`src/rtl/rgb_box_blur_stream_macros.svh`:
```
// ---------------------------------------------------------------------------
// rgb_box_blur_stream_macros: assertion macros for the box blur block
// Clocked on clk, disabled while rst_n is low.
// ---------------------------------------------------------------------------
`ifndef RGB_BOX_BLUR_STREAM_MACROS_SVH
`define RGB_BOX_BLUR_STREAM_MACROS_SVH

// condition must hold at every clock edge
`define RBB_CHECK(lbl, cond, msg) \
  lbl: assert property (@(posedge clk) disable iff (!rst_n) (cond)) else $error(msg);

// consequent must hold in the same cycle as the antecedent
`define RBB_IMPLIES(lbl, ante, cons, msg) \
  lbl: assert property (@(posedge clk) disable iff (!rst_n) (ante) |-> (cons)) else $error(msg);

`endif

```
`src/rtl/rbb_pkg.sv`:
```
// ---------------------------------------------------------------------------
// rbb_pkg: shared types and constants of the RGB box blur
// Channel widths, register indexes, reciprocal constants, lane control.
// ---------------------------------------------------------------------------
package rbb_pkg;

  localparam int CH_W    = 8;
  localparam int NUM_CH  = 3;
  localparam int PIX_W   = CH_W * NUM_CH;
  localparam int HEIGHT_MAX = 4096;

  // configuration register indexes
  localparam logic [1:0] REG_IMAGE_WIDTH  = 2'd0;
  localparam logic [1:0] REG_IMAGE_HEIGHT = 2'd1;
  localparam logic [1:0] REG_RADIUS       = 2'd2;

  // floor(s/N) = (s * ceil(2^SHIFT/N)) >> SHIFT, exact for all box sums here
  localparam int RECIP_SHIFT = 22;
  localparam int RECIP_W     = 19;
  localparam logic [RECIP_W-1:0] RECIP_R1 = RECIP_W'(((2**22) + 8) / 9);
  localparam logic [RECIP_W-1:0] RECIP_R2 = RECIP_W'(((2**22) + 24) / 25);
  localparam logic [RECIP_W-1:0] RECIP_R3 = RECIP_W'(((2**22) + 48) / 49);

  typedef struct packed {
    logic       ld_col;   // load vertical column sum
    logic       ld_box;   // shift history, load box sum
    logic       ld_prod;  // load reciprocal product
    logic [1:0] rad;      // effective radius
  } lane_ctrl_t;

  typedef struct packed {
    logic        emit;
    logic [11:0] row;
    logic [9:0]  col;
    logic        done;
  } meta_t;

  function automatic logic [RECIP_W-1:0] recip_for(input logic [1:0] rad);
    logic [RECIP_W-1:0] m;
    unique case (rad)
      2'd1:    m = RECIP_R1;
      2'd2:    m = RECIP_R2;
      default: m = RECIP_R3;
    endcase
    return m;
  endfunction

endpackage

```
`src/rtl/rbb_lane.sv`:
```
// ---------------------------------------------------------------------------
// rbb_lane: one color channel of the box blur
// Column sum, running window of column sums, box sum and reciprocal divide.
// ---------------------------------------------------------------------------
module rbb_lane #(
  parameter int MAX_RADIUS = 3
) (
  input  logic                                   clk,
  input  rbb_pkg::lane_ctrl_t                    ctrl,
  input  logic [2*MAX_RADIUS-1:0][rbb_pkg::CH_W-1:0] slot_i,
  input  logic [rbb_pkg::CH_W-1:0]               pix_i,
  output logic [rbb_pkg::CH_W-1:0]               mean_o
);
  import rbb_pkg::*;

  localparam int LINES  = 2 * MAX_RADIUS;
  localparam int SIDE   = LINES + 1;
  localparam int COL_W  = $clog2(SIDE * 255 + 1);
  localparam int BOX_W  = $clog2(SIDE * SIDE * 255 + 1);
  localparam int PROD_W = BOX_W + RECIP_W;

  logic [3:0]        lines;
  logic [COL_W-1:0]  col_nxt, col_r;
  logic [COL_W-1:0]  hist_r [SIDE-1];
  logic [BOX_W-1:0]  box_nxt, box_r;
  logic [PROD_W-1:0] prod_r;

  assign lines = {1'b0, ctrl.rad, 1'b0};

  // vertical sum: stored rows in use plus the new pixel
  always_comb begin
    col_nxt = COL_W'(pix_i);
    for (int k = 0; k < LINES; k++) begin
      if (4'(k) < lines) col_nxt = col_nxt + COL_W'(slot_i[k]);
    end
  end

  // horizontal sum over newest column and the previous 2R columns
  always_comb begin
    box_nxt = BOX_W'(col_r);
    for (int m = 0; m < SIDE - 1; m++) begin
      if (4'(m) < lines) box_nxt = box_nxt + BOX_W'(hist_r[m]);
    end
  end

  always_ff @(posedge clk) begin
    if (ctrl.ld_col) col_r <= col_nxt;
    if (ctrl.ld_box) begin
      box_r     <= box_nxt;
      hist_r[0] <= col_r;
      for (int m = 1; m < SIDE - 1; m++) hist_r[m] <= hist_r[m-1];
    end
    if (ctrl.ld_prod) prod_r <= PROD_W'(box_r) * PROD_W'(recip_for(ctrl.rad));
  end

  assign mean_o = prod_r[RECIP_SHIFT +: CH_W];

endmodule

```
`config.mk`:
```
export PLATFORM = sky130hd
export DESIGN_NAME = rbb_lane
export DESIGN_NICKNAME = d
export VERILOG_FILES = /design/src/rtl/rgb_box_blur_stream_macros.svh /design/src/rtl/rbb_pkg.sv /design/src/rtl/rbb_lane.sv
export SDC_FILE = /design/constraint.sdc
export NUM_CORES = 1
export LEC_CHECK = 0
export BUFFER_PORTS_ARGS = -buffer_cell sky130_fd_sc_hd__buf_2
export CAP_MARGIN = 5
export CORE_MARGIN = 5
export CORE_UTILIZATION = 50
export CTS_CLUSTER_DIAMETER = 50
export DETAILED_ROUTE_END_ITERATION = 16
export GPL_ROUTABILITY_DRIVEN = 0
export HOLD_SLACK_MARGIN = 0.08
export PLACE_DENSITY = 0.65
export SETUP_SLACK_MARGIN = 0.3
export SYNTH_ARGS = -nofsm -noshare
export SYNTH_HDL_FRONTEND = slang
export SYNTH_SLANG_ARGS = --single-unit
```
`constraint.sdc`:
```
create_clock -name clk -period 18.6 [get_ports clk]
set_input_delay 1.86 -clock clk [delete_from_list [all_inputs] [get_ports clk]]
set_output_delay 1.86 -clock clk [all_outputs]
set_load 0.01 [all_outputs]
```
==> flow_metrics.tcl <==
set metrics [dict create \
    critical_path.max_fanout 67 \
    post-place-cells 2099 \
    max-cap-violations 0 \
    critPathTopFamily "compound AO/OA/AOI/OAI gates" \
    utilization_pct 53.8 \
    r2r_start "col_r[0]" \
    layout_min_cycle_time_ns 10.91 \
    via_count 11500 \
    fin_nets 2179 \
    hold_violations 0 \
    slew_headroom_pct 36.5 \
    area_growth_pct 6.86 \
    synthArstFlopShare_pct 0 \
    worstHoldPathCells 0 \
    drt_wl_total_microns 35700 \
    area.sequential_sq_mm 0.00297 \
    layout.cells.non_filler 2115 \
    fillCellCount 2900 \
    diodes 0 \
    tritoncts "yes" \
    die_y_microns 188 \
    die_w_microns 188 \
    multiInputGateArea_sq_mm 0.0116 \
    worstHoldEndpoint "hist_r[1][6]" \
    grt.total_usage_pct 20.6 \
    route.detailed.drc 0 \
    rows 65 \
    path_clk_slew_ns 0.08 \
    postCtsSetupBuffers 0 \
    cp.buffers_inverters 5 \
    drive_gt1_share_pct 7.36 \
    synth_ff_type "edfxtp_1" \
    antenna_found_initial 0 \
    r2r.worst_path.cells 35 \
    setup_violations 0 \
    clkLatencyLatePin_ns 0.36 \
    synth_edf_count 99 \
    first_global_vias 12200 \
    skew_ns 0.0173 \
    cts_hold_buffers 0 \
    io_buffers 69 \
    critPathLaunchType "primary input" \
    ys_warn_count 0 \
    grt_max_degree 71 \
    hp-start "hist_r[0][6]" \
    status "finished clean" \
    crit_arrival_ns 11.02 \
    syn_area_per_cell_sq_um 9.60 \
    ys_seq_area_share_pct 18.7 \
    clock_path_buffers 2 \
    finalCritPeriodShare_pct 58.6 \
    core_area_sq_mm 0.0315 \
    avgRoutedWirePerCell_microns 16.9 \
    synth_area_sq_mm 0.0159 \
    post_cts_resized 0 \
    reg2reg_slack_ns 10.13 \
    cts_made_buffers 9 \
    cpMostUsedCell "o21ai_0" \
    dpl.hpwl_microns 30100 \
    htreeDepth 3 \
    die_area_sq_mm 0.0354 \
    required_ns 18.71 \
    ioPinCount 70 \
    critPathMaxStageDelay_ns 0.69 \
    end_kind "register" \
    vias_per_cell 5.45 \
    slowest_stage "inv_1" \
    antenna_left 0 \
    synth.ff_latch_count 99 \
    yosysUniqueCellTypes 66 \
    finalMaxSlewViolations 0 \
    first_pass_iters 5 \
    synth_fp_nets 2123 \
    grt_pass1_wl_microns 59900 \
    worst_pin_slew_ns 0.952 \
    overflow 0 \
    max_freq_ghz 0.0917 \
    finalSetupTns_ns 0 \
    initial_utilization_pct 50.4 \
    drt_iter0_drc 601 \
    r2r_end "box_r[13]" \
    path_class "in -> reg" \
    cts-root-buf "clkbuf_16" \
    hp-class "reg -> reg" \
    clock-sinks 99 \
    grt_setup_unrepaired "no" \
    syn_inst 1652 \
]
## per-stage QoR
| stage | hold WS [ns] | instance area, sq um | worst slack [ns] |
|---|---|---|---|
| 2_1_floorplan | 0.431 | 15900 | 8.08 |
| 3_3_place_gp | 0.436 | 16600 | 7.67 |
| 3_5_place_dp | 0.440 | 16600 | 7.33 |
| 4_1_cts | 0.461 | 16900 | 7.69 |
| 5_1_grt | 0.473 | 16900 | 6.74 |
| 6_report | 0.461 | 16900 | 7.69 |
## Yosys cell counts (3+ instances only)
cell type | count | area share, %
a211o_1 | 7 | 0.39
a311oi_1 | 3 | 0.17
nor2_1 | 77 | 1.8
o21ai_1 | 3 | 0.095
a21boi_0 | 4 | 0.19
o22ai_1 | 4 | 0.16
inv_1 | 310 | 7.3
o31ai_1 | 4 | 0.19
fa_1 | 182 | 23
mux2i_1 | 6 | 0.38
a41o_1 | 4 | 0.25
o211ai_1 | 5 | 0.24
xor2_1 | 28 | 1.5
ha_1 | 227 | 18
nand3_1 | 20 | 0.63
a21o_1 | 70 | 3.3
nand4_1 | 3 | 0.12
nor3_1 | 25 | 0.79
o21ai_0 | 81 | 2.6
nand2_1 | 78 | 1.8
clkbuf_1 | 25 | 0.59
o41ai_1 | 4 | 0.22
or3_1 | 6 | 0.24
o31a_1 | 5 | 0.28
edfxtp_1 | 99 | 19
or2_2 | 4 | 0.16
o21a_1 | 14 | 0.66
xnor2_1 | 70 | 3.9
nand2b_1 | 29 | 1.1
a41oi_1 | 4 | 0.22
nor4_1 | 6 | 0.24
a211oi_1 | 11 | 0.52
and3_1 | 4 | 0.16
a31oi_1 | 6 | 0.24
and2_1 | 36 | 1.4
o21bai_1 | 22 | 1.0
a21oi_1 | 81 | 2.6
buf_1 | 4 | 0.095
mux2_2 | 4 | 0.28
a31o_2 | 5 | 0.28
o21ai_2 | 3 | 0.17
nor2b_1 | 36 | 1.4
a21oi_2 | 3 | 0.17
## sequential cells by signal (all words and copies together) (netlist names)
signal,flops
col_r,11
prod_r,8
hist_r,66
box_r,14
## layout make-up
class,count,share of cell area [%]
tap,402,2.97
inverter,310,6.87
multi-input combinational,1214,68.6
clock inverter,7,0.458
timing repair buffer,74,2.27
sequential,99,17.5
clock buffer,9,1.33
## cell families (layout without fill, tap and decap cells)
kind of cell / Yosys count / after routing / synth area share [%]
flops: 99 / 99 / 18.7
buf+inv: 339 / 400 / 8.02
simple gates: 331 / 331 / 10.4
mux: 10 / 10 / 0.663
compound gates: 364 / 364 / 15.7
fa+ha+maj: 409 / 409 / 40.9
xor+xnor: 100 / 100 / 5.62
## layout by cell type (no fill, tap or decap), types with 6 or more instances in the layout
cell type / n
inv_1: 310
ha_1: 225
fa_1: 182
edfxtp_1: 99
o21ai_0: 81
a21oi_1: 81
nand2_1: 78
nor2_1: 77
xnor2_1: 70
a21o_1: 70
buf_2: 68
and2_1: 36
nor2b_1: 36
nand2b_1: 29
xor2_1: 28
nor3_1: 25
o21bai_1: 22
nand3_1: 20
o21a_1: 14
a211oi_1: 11
clkbuf_16: 9
a211o_1: 7
or3_1: 6
a31oi_1: 6
mux2i_1: 6
nor4_1: 6
buf_4: 6
## metal layers
layer | global-route usage (%) | part of all wire (%) | vias to the layer above | routed length (microns)
met2 | 37.2 | 50 | 212 | 18000
met1 | 26.9 | 45 | 5611 | 15900
met4 | 4.01 | 1.6 | 0 | 577
met5 | 0 | 0 | - | 0
met3 | 2.16 | 3.4 | 31 | 1200
li1 | - | - | 5670 | -
## worst register-to-register path: cells and delay by family, from the launching register on
kind / cells / cell delay [ns]
xor gates and xnor gates: 3 / 0.28
adders and majority gates: 7 / 2.30
muxes: 1 / 0.29
AOI/OAI and AO/OA: 16 / 3.61
and+or+nand+nor: 8 / 1.32
DFF: 1 / 0.44
## worst max path at each step
stage	slack [ns]	cells past startpoint	from	endpoint
after floorplan	8.08	43	ctrl[1]	box_r[13]
after global placement	7.67	43	ctrl[1]	box_r[13]
after detailed placement	7.33	43	ctrl[1]	box_r[13]
after CTS	7.69	43	ctrl[1]	box_r[13]
after global routing	6.74	43	ctrl[1]	box_r[13]
final	7.69	43	ctrl[1]	box_r[13]
Power is not shown: default switching activity piles up to over one toggle a cycle in this logic, so the estimate is an artifact.
